[config.mk]
export PLATFORM = sky130hd
export DESIGN_NAME = twe_cmp
export DESIGN_NICKNAME = d
export VERILOG_FILES = /design/src/rtl/twe_pkg.sv /design/src/rtl/twe_cmp.sv
export SDC_FILE = /design/constraint.sdc
export NUM_CORES = 1
export LEC_CHECK = 0
export BUFFER_PORTS_ARGS = -buffer_cell sky130_fd_sc_hd__buf_2
export CORE_MARGIN = 3
export CORE_UTILIZATION = 45
export DETAILED_ROUTE_END_ITERATION = 6
export PLACE_DENSITY_LB_ADDON = 0.2
export SLEW_MARGIN = 25
export SYNTH_ARGS = -nofsm -noshare
export SYNTH_HDL_FRONTEND = slang
export SYNTH_SLANG_ARGS = --single-unit
export TNS_END_PERCENT = 30
[constraint.sdc]
create_clock -name vclk -period 5.3
set_clock_uncertainty 0.05 [all_clocks]
set_input_delay 0.53 -clock vclk [all_inputs]
set_output_delay 0.53 -clock vclk [all_outputs]
set_load 0.005 [all_outputs]
[src/rtl/twe_pkg.sv]
// ----------------------------------------------------------------------------
// twe_pkg
// Shared types and constants of the timer wheel expiry core.
// ----------------------------------------------------------------------------
package twe_pkg;

    // Sizing of the wheel, the pool and the cpu table
    localparam int TIMER_ENTRIES_DEF = 32;
    localparam int WHEEL_SLOTS       = 64;
    localparam int SLOT_W            = $clog2(WHEEL_SLOTS);
    localparam int CPUS              = 8;
    localparam int CPU_W             = $clog2(CPUS);
    localparam int MAX_RESULTS       = 32;
    localparam int EMIT_W            = $clog2(MAX_RESULTS + 1);
    localparam int PEND_W            = 6;

    // Stream and configuration port widths
    localparam int S_TDATA_W = 168;
    localparam int M_TDATA_W = 80;
    localparam int CFG_IDX_W = 8;
    localparam int CFG_DAT_W = 8;

    // Input item selector
    localparam logic OP_ARM  = 1'b0;
    localparam logic OP_TICK = 1'b1;

    // Timer kinds
    localparam logic KIND_SLEEP    = 1'b0;
    localparam logic KIND_CALLBACK = 1'b1;

    // Result types
    localparam logic RES_ARM    = 1'b0;
    localparam logic RES_EXPIRY = 1'b1;

    // Arm status codes
    localparam logic [1:0] ST_ACCEPTED = 2'd0;
    localparam logic [1:0] ST_INVALID  = 2'd1;
    localparam logic [1:0] ST_FULL     = 2'd2;

    // Configuration register indexes
    localparam logic [CFG_IDX_W-1:0] CFG_ENABLED   = 8'd0;
    localparam logic [CFG_IDX_W-1:0] CFG_CPU_COUNT = 8'd1;

    // One stored timer
    typedef struct packed {
        logic        kind;
        logic [63:0] deadline;
        logic [15:0] owner;
        logic [15:0] context_tag;
        logic [31:0] id;
    } entry_t;

    // One result item
    typedef struct packed {
        logic              result_type;
        logic [1:0]        status;
        logic [31:0]       timer_id;
        logic              kind;
        logic [15:0]       owner;
        logic [15:0]       context_tag;
        logic              last;
        logic [PEND_W-1:0] pending;
    } result_t;

endpackage

[src/rtl/twe_cmp.sv]
// ----------------------------------------------------------------------------
// twe_cmp
// Shared 64-bit deadline compare unit: a <= b and wheel slot match.
// ----------------------------------------------------------------------------
module twe_cmp
    import twe_pkg::*;
(
    input  logic [63:0] a,
    input  logic [63:0] b,
    output logic        le,
    output logic        slot_eq
);

    // Compare full deadline and wheel slot bits
    assign le      = (a <= b);
    assign slot_eq = (a[SLOT_W-1:0] == b[SLOT_W-1:0]);

endmodule

==> results.md <==
* Initial antenna violation count at 0
* Register area share after synthesis at 0%
* F_max at ~330 MHz
* Final Power at around 0.00015 W
* Most used cell, CP: buf_2
* ANT cells at 0
* DRT Wirelength at around 4000 µm
* First-pass GRT wire length at 6800 µm
* Post-Syn Nets at 422
* Die width at around 67 µm
* Beginning of the critical path: a[51]
* Crit path max-delay family: compound AO/OA/AOI/OAI gates
* WP data required at 4.72 ns
* Clock period minus worst slack at just over 3 ns
* Post-DP HPWL at 4060 µm
* Fin crit share at 57.5%
* Biggest area consumer among synthesized cells: ha_1
* Endpoints failing setup at 0
* RSZ-0062 raised after global routing: no
* Distinct cell type count after synthesis at 32
* Most common cell after layout, fill and taps aside: buf_2
* Post-Syn Instances at 230
* ANT nets after route at 0
* DP Worst Slack at 2.27 ns
* Hold WC Path Type: input pin to output port
* Largest net degree at the start of global routing at 4
* 1st-pass router iterations at 4
* Post-synth top area share at just under 50%
* Nature of the critical path endpoint: output port
* Fillers at 318
* Crit path kind: input pin to output port
* Routed len/inst at 10.1 µm
* Crit-path max cell delay at 0.44 ns
* Rel. slew slack at 73.3%
* Hold Fails Final Rpt at 0
* Worst Tran Pin Value at 0.397 ns
* Global route overflow at 0
* Clock Buffer Count at 0
* Most frequent cells in the layout: buf_2 (130), inv_1 (66), ha_1 (64), a21oi_1 (24), nand2_1 (14)
* Syn_area_per_cell at 7.16 µm²
* GRT Util Overall at 18.2%
* Post-cts sizing count at 0
* I/O Pins at 130
* Drc violations at 0
* Hold_buf cts at 0
* Drt first-iter violations at 22
* Startpoint types: input pin
* YS warnings at 0
* Max_cap viols at 0
* Initial Util at 47.9%
* Critical-path cell list: buf_2, ha_1, a21oi_2, o21ai_1, a221o_1, a2111o_1, a2111oi_2, a21o_1, buf_2
* Die Y-Extent at 66.5 µm
* Setup TNS at 0 ns
* Footprint of the multi-input gates at roughly 0.0014 mm²
* Top post-synthesis cells by area: ha_1 (49%), inv_1 (15%), a21oi_1 (7.3%)
* Fin nets at 554
* Layout sequential cell count at 0
* Pwr dens at 63.8 mW/mm²
* CP max FO at 3
* Pins over their slew limit at 0
* CP max-delay cell: a2111o_1
* Hold wc startpoint: b[0]
* Core box area at 0.00344 mm²
* Register Area at 0 µm²
* Maximum VDD drop at 29.8 µV
* Global placement routability congestion at 0.804
* Row count at 21
* Final setup margin at 2.26 ns
* Synthesized cell area at 0.00165 mm²
* Layout area overhead at 43.0%
* Setup repair bufs after CTS at 0
* Number of global-route vias before repair at 1864
* Via/cell ratio at between 4 and 5
* IO Port Bufs at 130
* Full die area at 0.00442 mm²
* WP buf/inv at 2
* Leak at 1.58 nW
* CP arrival at roughly 2.5 ns
* Share of cells above drive strength 1 at a little under two fifths
* Via Count at between 1500 and 2000
* Status: finished clean
-- layout make-up --
cell class	instances	share of cell area (%)
Inverter	66	10.5
Timing Repair Buffer	130	27.6
Multi-Input combinational cell	164	59.4
Tap cell	46	2.44
-- tightest hold or removal path: stages --
cell     delay (ns)
buf_2          0.08
ha_1           0.21
nand4_1        0.08
nor2_1         0.05
buf_2          0.12
-- where the power goes --
group          internal (W)  switching [W]  total [W]
combinational     0.0000818      0.0000686   0.000150
sequential                0              0          0
clock                     0              0          0
-- synthesized netlist by cell type --
cell type / instances
inv_1: 66
ha_1: 64
a21oi_1: 24
nand2_1: 14
nand4_1: 12
nand3_1: 6
nor2_1: 6
o21ai_0: 6
a21o_1: 5
a221o_1: 3
a21oi_2: 2
o21ai_1: 2
a2111o_1: 1
a2111oi_0: 1
a2111oi_2: 1
a21boi_0: 1
a221oi_1: 1
a22oi_1: 1
a31oi_1: 1
and2_0: 1
and4_1: 1
nand2b_1: 1
nand3b_4: 1
nor2_2: 1
nor2b_1: 1
nor2b_2: 1
nor4_1: 1
nor4_2: 1
o211ai_1: 1
or2_0: 1
or3_1: 1
or4_1: 1
-- stage by stage --
stage / instances / hold slack [ns] / cell area, µm² / util (%)
final: 406 / 1.55 / 2360 / 68.4
after global routing: 406 / 1.58 / 2360 / 68.4
after CTS: 406 / 1.56 / 2360 / 68.4
after detailed placement: 406 / 1.56 / 2360 / 68.4
after floorplan: 230 / 1.31 / 1650 / -
after global placement: 406 / 1.53 / 2360 / 68.4
-- path summary, 6_finish.rpt --
path	endpoint	slack [ns]	depth (start not counted)
worst max-delay path	le	2.26	9
worst min-delay path	slot_eq	1.55	5
-- cells by family (layout without fill, tap and decap cells) --
logic type,Yosys count,after routing,synth area share [%]
AO/OA/AOI/OAI,50,50,19.3
adder cells (fa/ha/maj),64,64,48.6
AND/OR/NAND/NOR,50,50,17.1
buffers and inverters,66,196,15.0
-- routing by layer --
metal  GRT usage [%]  wire, µm  up-vias
li1                -         -     1057
met1            18.9      1510      847
met2            38.0      2190       70
met3            2.53       370        2
met4            2.54        18        0
met5               0         0        -
No activity file was read; power rests on OpenSTA's default activity.
