===== src/rtl/twe_pkg.sv =====
// ----------------------------------------------------------------------------
// twe_pkg
// Shared types and constants of the timer wheel expiry core.
// ----------------------------------------------------------------------------
package twe_pkg;

    // Sizing of the wheel, the pool and the cpu table
    localparam int TIMER_ENTRIES_DEF = 32;
    localparam int WHEEL_SLOTS       = 64;
    localparam int SLOT_W            = $clog2(WHEEL_SLOTS);
    localparam int CPUS              = 8;
    localparam int CPU_W             = $clog2(CPUS);
    localparam int MAX_RESULTS       = 32;
    localparam int EMIT_W            = $clog2(MAX_RESULTS + 1);
    localparam int PEND_W            = 6;

    // Stream and configuration port widths
    localparam int S_TDATA_W = 168;
    localparam int M_TDATA_W = 80;
    localparam int CFG_IDX_W = 8;
    localparam int CFG_DAT_W = 8;

    // Input item selector
    localparam logic OP_ARM  = 1'b0;
    localparam logic OP_TICK = 1'b1;

    // Timer kinds
    localparam logic KIND_SLEEP    = 1'b0;
    localparam logic KIND_CALLBACK = 1'b1;

    // Result types
    localparam logic RES_ARM    = 1'b0;
    localparam logic RES_EXPIRY = 1'b1;

    // Arm status codes
    localparam logic [1:0] ST_ACCEPTED = 2'd0;
    localparam logic [1:0] ST_INVALID  = 2'd1;
    localparam logic [1:0] ST_FULL     = 2'd2;

    // Configuration register indexes
    localparam logic [CFG_IDX_W-1:0] CFG_ENABLED   = 8'd0;
    localparam logic [CFG_IDX_W-1:0] CFG_CPU_COUNT = 8'd1;

    // One stored timer
    typedef struct packed {
        logic        kind;
        logic [63:0] deadline;
        logic [15:0] owner;
        logic [15:0] context_tag;
        logic [31:0] id;
    } entry_t;

    // One result item
    typedef struct packed {
        logic              result_type;
        logic [1:0]        status;
        logic [31:0]       timer_id;
        logic              kind;
        logic [15:0]       owner;
        logic [15:0]       context_tag;
        logic              last;
        logic [PEND_W-1:0] pending;
    } result_t;

endpackage


===== src/rtl/twe_store.sv =====
// ----------------------------------------------------------------------------
// twe_store
// Timer entry memory and arm-order ring, each one write and one registered read.
// ----------------------------------------------------------------------------
module twe_store
    import twe_pkg::*;
#(
    parameter int TIMER_ENTRIES = TIMER_ENTRIES_DEF,
    parameter int EW            = (TIMER_ENTRIES > 1) ? $clog2(TIMER_ENTRIES) : 1
)
(
    input  logic          clk,
    input  logic          ent_we,
    input  logic [EW-1:0] ent_waddr,
    input  entry_t        ent_wdata,
    input  logic [EW-1:0] ent_raddr,
    output entry_t        ent_rdata,
    input  logic          ord_we,
    input  logic [EW-1:0] ord_waddr,
    input  logic [EW-1:0] ord_wdata,
    input  logic [EW-1:0] ord_raddr,
    output logic [EW-1:0] ord_rdata
);

    entry_t        ent_mem [TIMER_ENTRIES];
    logic [EW-1:0] ord_mem [2**EW];

    // Entry memory
    always_ff @(posedge clk)
    begin
        if (ent_we)
        begin
            ent_mem[ent_waddr] <= ent_wdata;
        end
        ent_rdata <= ent_mem[ent_raddr];
    end

    // Arm-order ring, oldest at head
    always_ff @(posedge clk)
    begin
        if (ord_we)
        begin
            ord_mem[ord_waddr] <= ord_wdata;
        end
        ord_rdata <= ord_mem[ord_raddr];
    end

endmodule


===== config.mk =====
export PLATFORM = sky130hd
export DESIGN_NAME = twe_store
export DESIGN_NICKNAME = d
export VERILOG_FILES = /design/src/rtl/twe_pkg.sv /design/src/rtl/twe_store.sv
export SDC_FILE = /design/constraint.sdc
export NUM_CORES = 2
export LEC_CHECK = 0
export BUFFER_PORTS_ARGS = -buffer_cell sky130_fd_sc_hd__buf_2
export CAP_MARGIN = 40
export CORE_MARGIN = 3
export CORE_UTILIZATION = 41
export DETAILED_ROUTE_END_ITERATION = 12
export SLEW_MARGIN = 20
export SYNTH_ARGS = -nofsm -noshare
export SYNTH_HDL_FRONTEND = slang
export SYNTH_MEMORY_MAX_BITS = 65536
export SYNTH_SLANG_ARGS = --single-unit

===== constraint.sdc =====
create_clock -name clk -period 9.1 [get_ports clk]
set_input_delay 0.455 -clock clk [delete_from_list [all_inputs] [get_ports clk]]
set_output_delay 0.455 -clock clk [all_outputs]
set_load 0.005 [all_outputs]

==> results by group <==
Pwr
  – Power, Total: 42500 uW
  – Combinational power share: 0.044
  – Reg power frac: 0.537
  – Sw Ratio: 0.212
  – Max VDD drop: 0.000194 V
  – LEAKAGE: 0.0585 uW
  – Internal: 33500 uW
  – Clk pwr share: 0.419
  – Switching pwr: 8990 uW
  – Cell Pwr Density: 226 nW/um2

STA
  – Clock Skews: 74.6 ps
  – Slew HR: 0.173
  – Final setup viols: 0
  – Final setup TNS: 0 ps
  – Fin crit share: 0.397
  – RSZ-0062 raised after global routing: false
  – Worst-margin pin slew: 1240 ps
  – Count of final hold-check violations: 0
  – Minimum clock period: 3610 ps
  – Hold WS: 29.1 ps
  – FMAX: 0.277 GHz
  – Slew Limit Fails: 0

Worst setup path
  – Slowest stage delay, CP: 750 ps
  – R2R cell count: 4
  – Slowest CP cell: buf_4
  – CP bufs+invs: 5
  – Setup crit end kind: register
  – Crit Reg-Reg Startpoint: ord_mem[23][4]
  – WS Path Type: in -> reg
  – Flop-to-flop setup slack: 6840 ps
  – Ordered cell list for the critical path: buf_6, buf_4, buf_16, nand2b_4, buf_4, buf_4, o22ai_1, nor4_1
  – CP dominant cell by count: buf_4
  – Worst Path Required: 9950 ps
  – Crit Path Max Fanout: 46
  – CP top delay family: buffers and inverters
  – Reg2reg end: ord_rdata[4]
  – CP Data Arrival Time: 4460 ps
  – CP Launch Type: input port

Drt
  – Initial DRC Count: 8692
  – Via/cell ratio: 5.91
  – DRC viols: 0
  – DRT Wirelength: 433 mm
  – Final antenna-violating net count: 0
  – Initial DRT Pass Iterations: 5
  – DR vias: 77500
  – Detailed-route wire length per cell: 33.0 um

Synthesis
  – Commonest register cell after synthesis: edfxtp_1
  – EDFF count, synth: 4288
  – Synthesis Warnings: 0
  – Mapped Area: 163000 um2
  – Sequential element share of the synthesized area: 0.808
  – Synth unique cells: 28
  – Share of the synthesized area in the top cell type: 0.792
  – FFs w/ async S/R, synth: 0
  – Leading area contributor after synthesis: edfxtp_1
  – Largest cells by area after synthesis: edfxtp_1 (79%), mux4_2 (14%), dfxtp_1 (1.6%), o22ai_1 (1.6%), mux2i_1 (1.1%)
  – Post-synthesis cell count: 6825
  – Mapped Nets: 6982
  – Syn_area_per_cell: 23.8 um2
  – Register bit total from synthesis: 4422

GRT
  – Initial antenna violation count: 66
  – Global-route wire length before repair: 612 mm
  – GR Overflow Total: 0
  – Largest net degree at the start of global routing: 150
  – Vias in the first global route: 79300
  – Gr usage total: 0.212

Placed design
  – RD Place Congestion: 0.730
  – PortBufs: 290
  – Dpl cells: 12200
  – Post-DP HPWL: 214 mm

Die
  – Core Region: 394000 um2
  – Io pins: 291
  – Num rows: 230
  – Die width: 636 um
  – DIE HEIGHT: 636 um
  – Initial Utilization: 0.413
  – Die area: 404000 um2

Cells and area
  – Nets@finish: 7676
  – Most common cell after layout, fill and taps aside: edfxtp_1
  – Most frequent cells in the layout: edfxtp_1 (4288), mux4_2 (990), clkbuf_16 (438), o22ai_1 (424), buf_2 (287)
  – Layout area overhead: 15.4%
  – Final std cells w/o fill: 13100
  – Share of cells above drive strength 1: 0.278

Hold path
  – Hold endpoint: ent_mem[11][82]
  – Hold WC Path Type: in -> reg
  – Hold Startpoint: ent_we
  – Hold path cells: 3

Clock network
  – Root buf cell: clkbuf_16
  – CTS tree: yes
  – Sink Count: 4422
  – Clk_lat worst skew: 1000 ps
  – Worst-path clk slew: 70 ps
  – Setup bufs post-CTS: 0
  – CTS max path bufs: 4
  – H-tree Lvls: 5
  – Number of CTS-inserted buffers: 436

Job
  – Maxcap violations: 0

Outcome
  – Status: finished clean
==> area by class of cell <==
cell class | count | area (um2)
antenna | 18 | 45.0
sequential | 4422 | 131000
clock inverter | 240 | 2410
fill | 31800 | 206000
clock buffer | 572 | 11800
multi-input combinational | 2030 | 29800
tap | 5220 | 6530
timing repair buffer | 629 | 5600
==> power by group through the flow <==
stage                     sequential [uW]  combinational [uW]  clock (uW)
final                               22800                1870       17800
after global routing                22800                2010       18900
after CTS                           22800                1900       18100
after detailed placement            23300                1830           0
after global placement              23200                1770           0
after floorplan                     23200                 983           0
==> registers in the layout, indices dropped and copies added (netlist names) <==
signal	flops
ord_mem	160
ord_rdata	5
ent_rdata	129
ent_mem	4128
==> routing by layer <==
metal | share of wire | wire [um] | global-route usage
met1 | 0.40 | 172000 | 0.286
met2 | 0.50 | 218000 | 0.357
met3 | 0.067 | 28900 | 0.0293
met4 | 0.032 | 13800 | 0.0644
met5 | 0.00027 | 116 | 0
==> worst register-to-register path: cells and delay by family, from the launching register on <==
kind                   cells  cell delay, ps
multiplexers               3            1250
flip-flops                 1             360
buffers and inverters      1             540
==> what timing repair did <==
item / in CTS / in global routing
endpoints found under the hold margin: 4235 / 4
resized for setup: 0 / 0
hold buffers: 139 / 1
==> metrics by stage <==
stage	setup slack, ps	util	instance area (um2)
after floorplan	2000	-	163000
after detailed placement	4630	0.436	172000
after CTS	5680	0.476	187000
after global routing	5490	0.477	188000
after global placement	4370	0.434	171000
final	5490	0.477	188000
==> synthesized netlist by cell type (all sizes together), types with 2 or more instances <==
master,number
edfxtp,4288
mux4,990
o22ai,424
buf,205
mux2i,184
clkbuf,168
a22oi,138
dfxtp,134
nor4,106
nor2,70
nand3,51
nand4,23
nand3b,10
nand2,6
or3b,6
mux2,5
nor2b,4
and2,3
or3,3
and2b,2
nand2b,2
==> how the worst max path moves through the flow <==
stage / startpoint / end / slack [ps] / cells past startpoint
after floorplan: ent_waddr[1] / ent_mem[12][0] / 2000 / 3
after global placement: ent_raddr[1] / ent_rdata[118] / 4370 / 7
after detailed placement: ent_raddr[1] / ent_rdata[5] / 4630 / 8
after CTS: ent_raddr[1] / ent_rdata[5] / 5680 / 8
after global routing: ent_raddr[1] / ent_rdata[120] / 5490 / 8
final: ent_raddr[1] / ent_rdata[119] / 5490 / 8
==> cells by family after synthesis <==
family          after synthesis  synth area share
compound gates              562            0.0227
buf+inv                     373            0.0105
flops                      4422             0.808
mux                        1179             0.149
simple gates                289           0.00976
No activity file was read; power rests on OpenSTA's default activity.
